File: config.mk
export PLATFORM = sky130hd
export DESIGN_NAME = psd_div_cell
export DESIGN_NICKNAME = d
export VERILOG_FILES = /design/src/sv/psd_div_cell.sv
export SDC_FILE = /design/constraint.sdc
export NUM_CORES = 1
export LEC_CHECK = 0
export BUFFER_PORTS_ARGS = -buffer_cell sky130_fd_sc_hd__buf_2
export CAP_MARGIN = 0
export CORE_AREA = 2 2 255 257
export CTS_BUF_LIST = sky130_fd_sc_hd__clkbuf_16
export DETAILED_ROUTE_END_ITERATION = 8
export DIE_AREA = 0 0 257 259
export PLACE_DENSITY_LB_ADDON = 0.2
export SYNTH_ARGS = -nofsm -noshare
export SYNTH_HDL_FRONTEND = slang
export SYNTH_SLANG_ARGS = --single-unit
File: constraint.sdc
create_clock -name clock -period 3.8 [get_ports clock]
set_input_delay 0.38 -clock clock [delete_from_list [all_inputs] [get_ports clock]]
set_output_delay 0.38 -clock clock [all_outputs]
set_load 0.1 [all_outputs]
File: src/sv/psd_div_cell.sv
// one restoring division step for the distance and the ratio quotients
module psd_div_cell #(
   parameter int DW   = 35,
   parameter int R    = 16,
   parameter int PW   = 174,
   parameter bit Q_ON = 1'b1,
   parameter bit T_ON = 1'b1
) (
   input  logic          clock,
   input  logic          reset,
   input  logic          en,
   input  logic          in_valid,
   input  logic [DW-1:0] in_f,
   input  logic [DW-1:0] in_rq,
   input  logic [DW-1:0] in_lq,
   input  logic [DW-1:0] in_rt,
   input  logic [R-1:0]  in_qt,
   input  logic [PW-1:0] in_pay,
   output logic          out_valid,
   output logic [DW-1:0] out_f,
   output logic [DW-1:0] out_rq,
   output logic [DW-1:0] out_lq,
   output logic [DW-1:0] out_rt,
   output logic [R-1:0]  out_qt,
   output logic [PW-1:0] out_pay
);
   logic          valid_ff;
   logic [DW-1:0] f_ff, rq_ff, lq_ff, rt_ff;
   logic [R-1:0]  qt_ff;
   logic [PW-1:0] pay_ff;
   logic [DW-1:0] rq_in, lq_in, rt_in;
   logic [R-1:0]  qt_in;
   logic [DW:0]   rq2, rt2, fx;
   logic          geq, get;

   always_comb begin
      fx  = {1'b0, in_f};
      // distance quotient: shift next dividend bit into the remainder
      rq2 = {in_rq, in_lq[DW-1]};
      geq = rq2 >= fx;
      // ratio quotient: dividend tail is all zero
      rt2 = {in_rt, 1'b0};
      get = rt2 >= fx;
      if (Q_ON) begin
         rq_in = geq ? DW'(rq2 - fx) : rq2[DW-1:0];
         lq_in = {in_lq[DW-2:0], geq};
      end else begin
         rq_in = in_rq;
         lq_in = in_lq;
      end
      if (T_ON) begin
         rt_in = get ? DW'(rt2 - fx) : rt2[DW-1:0];
         qt_in = {in_qt[R-2:0], get};
      end else begin
         rt_in = in_rt;
         qt_in = in_qt;
      end
   end

   always_ff @(posedge clock) begin
      if (reset) begin
         valid_ff <= 1'b0;
      end else if (en) begin
         valid_ff <= in_valid;
      end
   end

   always_ff @(posedge clock) begin
      if (en) begin
         f_ff   <= in_f;
         rq_ff  <= rq_in;
         lq_ff  <= lq_in;
         rt_ff  <= rt_in;
         qt_ff  <= qt_in;
         pay_ff <= in_pay;
      end
   end

   assign out_valid = valid_ff;
   assign out_f     = f_ff;
   assign out_rq    = rq_ff;
   assign out_lq    = lq_ff;
   assign out_rt    = rt_ff;
   assign out_qt    = qt_ff;
   assign out_pay   = pay_ff;

endmodule

Word-level counts from Yosys, hierarchy flattened:

Cells that the tools add are included.

* register bits after elaboration: 331
* bits of input ports: 334
* output and inout bits: 331
* logic and storage cells: 14

* add/sub/neg operators: 2
* magnitude comparators: 2
* multiplexer cells: 2

Operators with widths (number)
* 36-bit by 35-bit greater-or-equal comparator with 1-bit output: 2
* 35-bit 2-to-1 mux: 2
* 35-bit subtractor: 2

Depth between registers and ports, before layout:

* depth after elaboration: 2
* depth in mapped cells: 13
* mapped depth without buffers: 12

Least setup slack after synthesis:

OpenSTA, ideal clock, no wires.

* path kind: input -> register
* start point: input port in_f[17]
* end point: register rq_ff[31], in the netlist out_rq[31] (data pin)
* library setup time: 0.260 ns
* data arrival time: 3.090 ns
* required time: 3.540 ns
* slack: 0.450 ns
* cell stages on the path: 13
* buffers on the path: 2
* cells stage by stage: inv_1 > ha_1 > buf_2 > a21oi_2 > o21ai_1 > a21o_1 > a211oi_2 > o31ai_1 > a211oi_2 > o21ai_2 > a311oi_4 > buf_6 > mux2_2

* cells in the longest elaborated chain, start to end: 2
* elaborated cells on any way between the ends: 3
* those cells by class: add/sub: 1; order compare: 1; mux: 1

RTL lines
* start: declaration: RTL line 13 `input logic [DW-1:0] in_f,`
* 35-bit subtractor or 36-bit by 35-bit greater-or-equal comparator with 1-bit output (tied branches): RTL line 45, 40
* 35-bit 2-to-1 mux *: RTL line 45 `rq_in = geq ? DW'(rq2 - fx) : rq2[DW-1:0];`
* named net rq_in[31]: RTL line 31 `logic [DW-1:0] rq_in, lq_in, rt_in;`
* end signal: assignment: RTL line 71 `rq_ff <= rq_in;`
* end: declaration: RTL line 28 `logic [DW-1:0] f_ff, rq_ff, lq_ff, rt_ff;`

The timed path passes the listed nets; every way through them passes the cells marked *.
A chain may end at the register's enable or synchronous reset.

Final worst setup path:

* start point: input port in_f[14]
* end point: register rt_ff[31], in the netlist out_rt[31] (data pin)

* cells in the longest elaborated chain, start to end: 2
* elaborated cells on any way between the ends: 3
* those cells by class: add/sub: 1; order compare: 1; mux: 1

RTL lines
* 35-bit subtractor or 36-bit by 35-bit greater-or-equal comparator with 1-bit output (tied branches): RTL line 52, 43
* 35-bit 2-to-1 mux *: RTL line 52 `rt_in = get ? DW'(rt2 - fx) : rt2[DW-1:0];`
* named net rt_in[31]: RTL line 31
* end signal: assignment: RTL line 73 `rt_ff <= rt_in;`
* end: declaration: RTL line 28

Marks and branches as above.

==> results.json <==
{
  "cts_buffer_depth": 3,
  "power_leakage_nw": 10.0,
  "cts_tree": "yes",
  "routed.top_layer": "met5",
  "fin_worst_skew_ns": 0,
  "worstSetupStartpointType": "input pin",
  "syn_avg_cell_area_um2": 14.3,
  "grt-ovfl-total": 0,
  "stdcell_area_mm2": 0.0234,
  "layout-drive-gt1-share_pct": 39.9,
  "place_ws_ns": -0.169,
  "crit-reg2reg-capture": "out_valid",
  "ff_latch_area_mm2": 0.00993,
  "finalSetupViolations": 0,
  "dp.cells": 2570,
  "syn_area_mm2": 0.0146,
  "clk_latency_ns": 0.56,
  "synth_edf_count": 330,
  "fillers": 6321,
  "met2_length_mm": 33.7,
  "drt.antenna.violating_nets": 0,
  "syn2layout_area_growth_pct": 60.0,
  "cp.arrival_ns": 3.91,
  "cp.required_ns": 4.13,
  "grt_pass1_vias": 13100,
  "synth_flop_cell": "edfxtp_1",
  "vias": 12600,
  "fin_crit_sh_pct": 94.4,
  "synth-async-reset-ratio_pct": 0,
  "syn_inst": 1024,
  "vias_per_cell": 4.32,
  "gp_congestion": 0.862,
  "cts_root_buf": "clkbuf_16",
  "numCtsBuffers": 42,
  "slew_violations": 0,
  "portBuffers": 663,
  "die_h_um": 259,
  "rr_worst_depth": 2,
  "power-per-cell-area_mw_per_mm2": 564,
  "end_kind": "flip-flop",
  "yosysUniqueCellTypes": 65,
  "nets": 2416,
  "critPathKind": "in -> reg",
  "wl_met1_mm": 24.8,
  "grt_pass1_wl_mm": 92.7,
  "place_hpwl_mm": 53.9,
  "cp_max_fo": 5,
  "hold_path_end": "out_pay[142]",
  "dr_wl_met3_mm": 5.31,
  "grt_max_degree": 88,
  "fin_cells": 2915,
  "first_pass_iters": 5,
  "drcViolationCount": 0,
  "fp.dieW_um": 257,
  "ys.warnings.count": 0,
  "io_pins": 665,
  "worstHoldPathType": "in -> reg",
  "finalPower_mw": 13.2,
  "syn-num-nets": 1430,
  "finalHoldViolCount": 0,
  "finalSetupTns_ns": 0,
  "drt_iter0_drc": 714,
  "initial_utilization_pct": 22.9,
  "synth_seq_cells": 331,
  "outcome": "complete, no violations",
  "seq_area_frac_synth_pct": 67.9,
  "period_minus_slack_ns": 3.59,
  "tightest_slew_ns": 0.937,
  "ff2ff_setup_slack_ns": 3.21,
  "path_clk_slew_ns": 0.06,
  "rr_startpoint": "out_valid",
  "placed_cell_area_mm2": 0.0194,
  "multi_input_area_mm2": 0.00437,
  "hold-worst-slack_ns": 0.0543,
  "wire_per_inst_um": 23.1,
  "htreeDepth": 2,
  "rsz0062_at_grt": "no",
  "fp-row-count": 93,
  "fp.coreArea_mm2": 0.0639,
  "grt_usage_pct": 19.4,
  "holdPathStages": 1,
  "ir_worst_vdd_mv": 0.398,
  "maxCapViolCount": 0,
  "routed_wl_mm": 67.3,
  "maxClockFrequency_mhz": 279,
  "utilization_pct": 36.6,
  "die_area_mm2": 0.0666,
  "slew_headroom_pct": 35.9,
  "cts_sinks": 331,
  "post_cts_buffers": 0,
  "antenna_found_initial": 31,
  "min_from": "in_pay[142]",
  "setup_ws_ns": 0.213
}
## worst max-delay path by stage
stage / startpoint / endpoint / slack (ns) / depth (start not counted)
floorplan: in_f[17] / out_rq[31] / 0.45 / 13
global placement: in_f[0] / out_rq[15] / -0.19 / 14
detailed placement: in_f[2] / out_rq[15] / -0.17 / 13
CTS: in_f[11] / out_rt[19] / 0.25 / 13
global route: in_f[23] / out_rq[16] / 0.03 / 14
finish: in_f[14] / out_rt[31] / 0.21 / 14
## power by group
| part | internal, mW | total [mW] | switching, mW |
|---|---|---|---|
| registers | 4.44 | 4.54 | 0.101 |
| clock network | 2.45 | 4.18 | 1.72 |
| logic | 0.951 | 4.47 | 3.52 |
## cells in the final DEF (no fill, tap or decap), types with 6 or more instances in the layout
cell type,count
a211oi_1,6
a21o_1,26
a21oi_1,66
a31oi_1,8
buf_12,8
buf_2,662
buf_4,46
bufinv_16,6
clkbuf_16,42
clkinv_1,9
clkinv_2,8
diode_2,16
dlygate4sd3_1,251
edfxtp_1,330
ha_1,70
inv_1,58
mux2_1,22
mux2_2,15
mux2i_1,6
nand2_1,79
nand2b_1,7
nand3_1,11
nand4_1,11
nor2_1,44
nor2b_1,7
nor3_1,12
o21a_1,7
o21ai_0,67
o21bai_1,9
o31ai_1,6
xnor2_1,32
xor2_1,27
## critical path, stage by stage
cell and delay [ns]:
dlygate4sd3_1 0.53, buf_2 0.12, inv_1 0.13, ha_1 0.31, a211oi_1 0.30, buf_4 0.17
o211ai_1 0.14, nor4b_1 0.70, o31ai_1 0.12, buf_4 0.17, a31oi_1 0.28, o21bai_1 0.13
xor2_1 0.15, mux2_2 0.26
## what timing repair did
action                                  4_1_cts  5_1_grt
gates resized for setup                       0        1
endpoints found under the hold margin       251        0
hold buffers                                251        0
endpoints found under the setup margin        0        3
## sequential cells by signal, summed over array words and instances (netlist names)
| name | count |
|---|---|
| out_pay | 174 |
| out_f | 35 |
| out_lq | 35 |
| out_rq | 35 |
| out_rt | 35 |
| out_qt | 16 |
| out_valid | 1 |
## cells by family (layout without fill, tap and decap cells)
kind of cell / count (synthesis) / count (layout) / synth area share, %
AOI/OAI and AO/OA: 236 / 236 / 10.2
xor gates and xnor gates: 59 / 59 / 3.53
adders and majority gates: 72 / 72 / 6.26
buffers and inverters: 80 / 1100 / 2.23
DFF: 331 / 331 / 67.9
muxes: 43 / 43 / 3.26
other: 0 / 16 / 0
and+or+nand+nor: 203 / 203 / 6.61
## per-layer routing
layer	up-vias	GRT usage, %
li1	5894	-
met1	6016	21.3
met2	540	34.1
met3	114	5.93
met4	22	9.53
met5	-	0
## synth_stat cells (8+ instances only)
cell	instances	area [µm²]
a31oi_1	8	50.1
mux2_2	15	169
o21ai_0	67	335
a21oi_1	66	330
xor2_1	27	236
nand4_1	11	68.8
nor2_1	44	165
edfxtp_1	330	9910
mux2_1	22	248
o21bai_1	9	67.6
ha_1	70	876
nand2_1	79	297
inv_1	54	203
nor3_1	12	60.1
nand3_1	11	55.1
a21o_1	26	195
xnor2_1	32	280
clkbuf_1	18	67.6
## area by class of cell
class	instances	area share, %
Clock buffer	42	4.49
Clock inverter	36	1.62
Inverter	54	0.867
Multi-Input combinational cell	613	18.7
Tap cell	855	4.57
Antenna cell	16	0.171
Timing Repair Buffer	968	27.1
Sequential cell	331	42.5
No activity file was read; power rests on OpenSTA's default activity.
