**src/sv/psd_pkg.sv**
```systemverilog
// shared types for the point to segment distance block
package psd_pkg;

   typedef enum logic [1:0] {
      REGION_START    = 2'd0,
      REGION_END      = 2'd1,
      REGION_INTERIOR = 2'd2,
      REGION_ZERO     = 2'd3
   } region_type;

endpackage

```
**src/sv/psd_back.sv**
```systemverilog
// back pipeline: distance select, offset scaling, rounding and result register
module psd_back import psd_pkg::*; #(
   parameter int W = 16,
   parameter int R = 16
) (
   input  logic                clock,
   input  logic                reset,
   input  logic                en,
   input  logic                in_valid,
   input  logic signed [W-1:0] sx,
   input  logic signed [W-1:0] sy,
   input  logic signed [W-1:0] ex,
   input  logic signed [W-1:0] ey,
   input  logic signed [W:0]   dx,
   input  logic signed [W:0]   dy,
   input  region_type          region,
   input  logic [2*W+2:0]      dps,
   input  logic [2*W+2:0]      dpe,
   input  logic [2*W+2:0]      q,
   input  logic [R-1:0]        t,
   output logic                out_valid,
   output logic [2*W+2:0]      squared_distance,
   output logic signed [W-1:0] nearest_x,
   output logic signed [W-1:0] nearest_y,
   output region_type          out_region
);
   localparam int D  = W + 1;
   localparam int DW = 2 * W + 3;
   localparam int M  = R + D;
   localparam logic [M-1:0] HALF = M'(1) << (R - 1);

   logic                v1_ff, v2_ff;
   logic signed [W-1:0] sx1_ff, sy1_ff, ex1_ff, ey1_ff;
   logic                negx1_ff, negy1_ff;
   logic [M-1:0]        mx1_ff, my1_ff;
   logic [DW-1:0]       dist1_ff, dist1_in;
   region_type          region1_ff;

   logic [DW-1:0]       dist2_ff;
   logic signed [W-1:0] nx2_ff, ny2_ff, nx2_in, ny2_in;
   region_type          region2_ff;

   logic [D-1:0]        absdx, absdy, offx, offy;
   logic [M-1:0]        sumx, sumy;
   logic signed [D-1:0] nxw, nyw;

   assign absdx = dx[D-1] ? D'(-dx) : D'(dx);
   assign absdy = dy[D-1] ? D'(-dy) : D'(dy);

   always_comb begin
      case (region)
         REGION_START:    dist1_in = dps;
         REGION_ZERO:     dist1_in = dps;
         REGION_END:      dist1_in = dpe;
         REGION_INTERIOR: dist1_in = (q <= dps) ? dps - q : '0;
         default:         dist1_in = dps;
      endcase
   end

   // round offsets to nearest, ties away from zero
   always_comb begin
      sumx = mx1_ff + HALF;
      sumy = my1_ff + HALF;
      offx = sumx[M-1:R];
      offy = sumy[M-1:R];
      nxw  = D'(sx1_ff) + (negx1_ff ? -$signed(offx) : $signed(offx));
      nyw  = D'(sy1_ff) + (negy1_ff ? -$signed(offy) : $signed(offy));
      case (region1_ff)
         REGION_END: begin
            nx2_in = ex1_ff;
            ny2_in = ey1_ff;
         end
         REGION_INTERIOR: begin
            nx2_in = nxw[W-1:0];
            ny2_in = nyw[W-1:0];
         end
         default: begin
            nx2_in = sx1_ff;
            ny2_in = sy1_ff;
         end
      endcase
   end

   always_ff @(posedge clock) begin
      if (reset) begin
         v1_ff <= 1'b0;
         v2_ff <= 1'b0;
      end else if (en) begin
         v1_ff <= in_valid;
         v2_ff <= v1_ff;
      end
   end

   always_ff @(posedge clock) begin
      if (en) begin
         sx1_ff     <= sx;
         sy1_ff     <= sy;
         ex1_ff     <= ex;
         ey1_ff     <= ey;
         negx1_ff   <= dx[D-1];
         negy1_ff   <= dy[D-1];
         mx1_ff     <= M'(t) * M'(absdx);
         my1_ff     <= M'(t) * M'(absdy);
         dist1_ff   <= dist1_in;
         region1_ff <= region;

         dist2_ff   <= dist1_ff;
         nx2_ff     <= nx2_in;
         ny2_ff     <= ny2_in;
         region2_ff <= region1_ff;
      end
   end

   assign out_valid        = v2_ff;
   assign squared_distance = dist2_ff;
   assign nearest_x        = nx2_ff;
   assign nearest_y        = ny2_ff;
   assign out_region       = region2_ff;

endmodule

```
**config.mk**
```make
export PLATFORM = sky130hd
export DESIGN_NAME = psd_back
export DESIGN_NICKNAME = d
export VERILOG_FILES = /design/src/sv/psd_pkg.sv /design/src/sv/psd_back.sv
export SDC_FILE = /design/constraint.sdc
export NUM_CORES = 2
export LEC_CHECK = 0
export ABC_AREA = 0
export BUFFER_PORTS_ARGS = -buffer_cell sky130_fd_sc_hd__buf_2
export CORE_MARGIN = 4
export CORE_UTILIZATION = 39
export DETAILED_ROUTE_END_ITERATION = 6
export SLEW_MARGIN = 10
export SYNTH_ARGS = -nofsm -noshare
export SYNTH_HDL_FRONTEND = slang
export SYNTH_SLANG_ARGS = --single-unit
```
**constraint.sdc**
```tcl
create_clock -name clock -period 9.8 [get_ports clock]
set_clock_uncertainty 0.1 [all_clocks]
set_input_delay 2.45 -clock clock [delete_from_list [all_inputs] [get_ports clock]]
set_output_delay 2.45 -clock clock [all_outputs]
set_load 0.02 [all_outputs]
```
Word level (Yosys, flattened, before mapping)
Cells that the tools add are included.

Add/subtract/negate cells: 9. $mul: 2. $lt $le $gt $ge: 1. Equality and inequality tests: 5. Mux-type cells: 8. Reduce and logical (&&, ||, !) cells: 2.

Operators with widths (count): 35-bit case mux with 3 select lines (1); 32-bit by 16-bit adder with 32-bit output, second input constant (2); 16-bit by 17-bit multiplier with 32-bit output (2); 16-bit case mux with 2 select lines (2); 35-bit <= comparator (1); 35-bit two-way mux (1); 35-bit subtractor (1); 17-bit two-way mux (2); 17-bit negation (2); 16-bit adder (2); 16-bit two-way mux (2); 16-bit negation (2); 2-bit == test, second input constant (3); 2-bit by 1-bit == test with 1-bit output, second input constant (2); 2-bit zero test (1); 2-bit OR reduction (1).

Flip-flop bits (word level): 238. Input bits: 225. Output and inout port bits: 70. Word-level logic and storage cells: 43.

Depth between registers and ports, before layout
Depth in word-level cells: 5. Mapped depth: 32. Depth with buffers taken out: 31.

Least setup slack after synthesis
OpenSTA, ideal clock, no wires.

Path kind: input to register. Start point: in dy[0]. End point: reg my1_ff[31], data pin. Setup time: 0.268 ns. Data arrival time: 9.575 ns. Required time: 9.432 ns. Path slack: -0.143 ns. Stages on the path: 29. Path buffers: 2. Cell sequence: clkbuf_1 > inv_1 > ha_1 > nand2_1 > or3_1 > nor3_1 > nand2_1 > nor4b_1 > clkbuf_1 > nand2_1 > fa_1 > fa_1 > inv_1 > fa_1 > fa_1 > fa_1 > inv_1 > fa_1 > inv_1 > ha_1 > nand2_1 > o21ai_0 > o41a_1 > or3_1 > o221ai_2 > o21a_1 > o21ai_1 > o41ai_1 > xnor2_1.

Longest elaborated chain between the ends: 3.

Ends and longest elaborated chain: start: declaration (RTL line psd_back.sv:15) `input logic signed [W:0] dy,`; 17-bit negation (RTL line psd_back.sv:48) `assign absdy = dy[D-1] ? D'(-dy) : D'(dy);`; 17-bit two-way mux * (RTL line psd_back.sv:48); 16-bit by 17-bit multiplier with 32-bit output * (RTL line psd_back.sv:103) `my1_ff <= M'(t) * M'(absdy);`; end signal: assignment (RTL line psd_back.sv:103); end: declaration (RTL line psd_back.sv:35) `logic [M-1:0] mx1_ff, my1_ff;`.

Every way passes the cells marked *; elsewhere a longest branch is shown, timed or not. A chain may end at the register's enable or synchronous reset.

Final worst setup path
Start point: in dx[0]. End point: reg mx1_ff[25], data pin.

Longest elaborated chain between the ends: 3.

Ends and longest elaborated chain: start: declaration (RTL line psd_back.sv:14) `input logic signed [W:0] dx,`; 17-bit negation (RTL line psd_back.sv:47) `assign absdx = dx[D-1] ? D'(-dx) : D'(dx);`; 17-bit two-way mux * (RTL line psd_back.sv:47); 16-bit by 17-bit multiplier with 32-bit output * (RTL line psd_back.sv:102) `mx1_ff <= M'(t) * M'(absdx);`; end signal: assignment (RTL line psd_back.sv:102); end: declaration (RTL line psd_back.sv:35).

Marks and branches as above.

==> impl_metrics.toml <==
[timing]
final.setup.tns_ns = 0
worst_slack_ns = 0.450
drv_slew = 0
hold_viol_final = 0
slew_headroom = 0.315
setup_viol = 0
post-route-min-period_ns = 9.35
worstMarginPinSlew_ns = 1.02
grt_setup_unrepaired = "no"
fmax_ghz = 0.107
fin_crit_sh = 0.954

[yosys]
synth_top_area_share = 0.278
synth_edf_count = 206
yosysUniqueCellTypes = 82
syn-num-nets = 4076
synth_seq_cells = 208
synth_cells = 3165
yosysSeqAreaShare = 0.208
synth.avg_cell_area_um2 = 9.44
ys_warn_count = 0
yosysTopAreaCell = "fa_1"
async_reset_ff_frac = 0
synthFlopType = "edfxtp_1"
syn_area_um2 = 29900
synth.area.top_cells = "fa_1 (28%), edfxtp_1 (21%), ha_1 (11%)"

[min_path]
hp-start = "dist1_ff[34]$_DFFE_PP_"
hp-class = "reg2reg"
holdPathStages = 0
min_to = "squared_distance[34]$_DFFE_PP_"

[clock_tree]
cts_tree = "done"
cts_hold_buf = 0
cts_buffers = 23
clk_pin_slew_worst_paths_ns = 0.07
root_buffer = "clkbuf_16"
cts.path.max_buffers = 3
clock_latency_ns = 0.55
htreeDepth = 1
cts_num_sinks = 208

[global_routing]
grt_pass1_wl_mm = 124
grt_usage = 0.186
grt_pass1_vias = 23600
grt_antenna_before_repair = 10
gr-total-overflow = 0
grt_max_degree = 93

[route]
vias_per_cell = 4.98
drtIter0Drc = 1177
wl_mm = 76.2
drt-wirelength-per-cell_um = 16.8
drt-pass1-iter-count = 5
postRouteAntennaNets = 0
drcViolationCount = 0
vias = 22600

[critical_path]
worstPathMaxFanout = 5
path_buf_inv = 5
ff2ff_path_depth = 17
reg2reg_from = "mx1_ff[17]$_DFFE_PP_"
startpoint = "dx[0]"
required_ns = 10.00
slowest_stage = "or4b_2"
crit_type = "in2reg"
cp-start-kind = "input port"
reg2reg_to = "nearest_x[15]$_DFFE_PP_"
crit_family = "adder cells"
r2r_slack_ns = 4.73
worst_setup_path_end_kind = "flop"
max_stage_delay_ns = 0.66
cp.arrival_ns = 9.55
critPathMostFrequentCell = "fa_1"

[final_layout]
fin_nets = 4403
num-fill-cells = 7393
postLayoutCellArea_um2 = 34000
drive_gt1_frac = 0.150
area_delta_synth_final_pct = 13.8

[placement]
gp_congestion = 0.882
place_area_um2 = 33200
portBuffers = 294
dp_hpwl_mm = 62.3
place_ws_ns = -0.277

[floorplan]
die_w_um = 285
coreArea_um2 = 75900
pin_count = 295
start_util = 0.393
die_y_um = 285
core.rowCount = 101
dieArea_um2 = 81100

[run]
drv_cap = 0

[outcome]
outcome = "finished, final reports clean"
==> metal layers <==
metal | global-route usage | up-vias | wire length, µm
met5 | 0 | - | 11
met4 | 0.0414 | 2 | 1720
met3 | 0.0221 | 98 | 2950
met2 | 0.338 | 421 | 39100
met1 | 0.239 | 11300 | 32300
li1 | - | 10800 | -
==> synth_stat cells, types with 15 or more instances <==
library cell	number
nor2_1	88
nor2b_1	36
o21ai_1	18
a21oi_1	116
nand2_1	402
clkbuf_1	127
o21ai_0	67
nor3_1	33
a22oi_1	23
edfxtp_1	206
a221oi_1	28
xnor2_1	141
ha_1	271
inv_1	580
o21a_1	18
and3_1	15
a31oi_1	15
a21o_1	40
o31ai_1	20
nand3_1	38
nand4_1	19
fa_1	415
xor2_1	41
and2_1	239
==> flip-flops by register name (all words and copies together) (netlist names), 16 cells and up <==
register,flops
sx1_ff,16
my1_ff,17
dist1_ff,35
squared_distance,35
nearest_x,16
nearest_y,16
ex1_ff,16
ey1_ff,16
mx1_ff,17
sy1_ff,16
==> area by class of cell <==
class,count,area [µm²],share of cell area
antenna,6,15.0,0.000442
clock buffer,27,611,0.0180
clock inverter,15,164,0.00482
inverter,581,2180,0.0641
multi-input combinational,2237,20900,0.616
sequential,208,6230,0.183
tap,1030,1290,0.0379
timing repair buffer,441,2580,0.0760
==> how the worst max path moves through the flow <==
stage                                end  slack [ns]  cells past startpoint
floorplan           my1_ff[31]$_DFFE_PP_        0.02                     30
global placement    my1_ff[31]$_DFFE_PP_       -0.23                     32
detailed placement  my1_ff[31]$_DFFE_PP_       -0.28                     32
CTS                 my1_ff[31]$_DFFE_PP_        0.29                     32
global route        mx1_ff[25]$_DFFE_PP_        0.05                     26
finish              mx1_ff[25]$_DFFE_PP_        0.45                     26
==> cell families after synthesis <==
logic type                 after synthesis  synth area share
buffers and inverters                  720            0.0920
DFF                                    208             0.208
AOI/OAI and AO/OA                      428            0.0980
and+or+nand+nor                        930             0.153
muxes                                   11           0.00402
adders and majority gates              686             0.392
xor gates and xnor gates               182            0.0534
==> cells in the final DEF, fill, tap and decap left out, types with 5 or more instances in the layout <==
cell	n
edfxtp_1	206
nor2b_1	36
a21o_1	40
nor3_1	33
xnor2_1	141
nand3_1	38
nand2b_1	12
nand2_1	402
and2_1	239
nor4_1	8
a211oi_1	7
o21ai_1	18
nor2_1	88
a31oi_1	15
a221oi_1	28
and3_1	15
inv_1	580
nand4_1	19
or2_2	7
ha_1	269
xor2_1	41
mux2i_1	5
buf_2	293
o221ai_2	7
o31ai_1	20
mux2_2	5
a22oi_1	23
clkbuf_16	23
a221oi_2	7
fa_1	415
or3_1	14
o211ai_1	8
o21a_1	18
o21ai_0	67
buf_4	147
diode_2	6
o21bai_1	7
a21oi_1	116
==> per-stage QoR <==
| stage | utilization | instances | hold WS [ns] |
|---|---|---|---|
| final | 0.448 | 4545 | 0.310 |
| after global routing | 0.448 | 4545 | 0.324 |
| after CTS | 0.447 | 4539 | 0.312 |
| after detailed placement | 0.437 | 4497 | 0.305 |
| after global placement | 0.437 | 4497 | 0.301 |
| after floorplan | - | 3165 | 0.300 |
==> timing repair <==
| action | in CTS | in global routing |
|---|---|---|
| endpoints found under the setup margin | 0 | 2 |
| resized for setup | 0 | 1 |
| hold endpoints to repair | 0 | 0 |
| setup buffers | 0 | 0 |
Power is not shown: default switching activity piles up to over one toggle a cycle in this logic, so the estimate is an artifact.
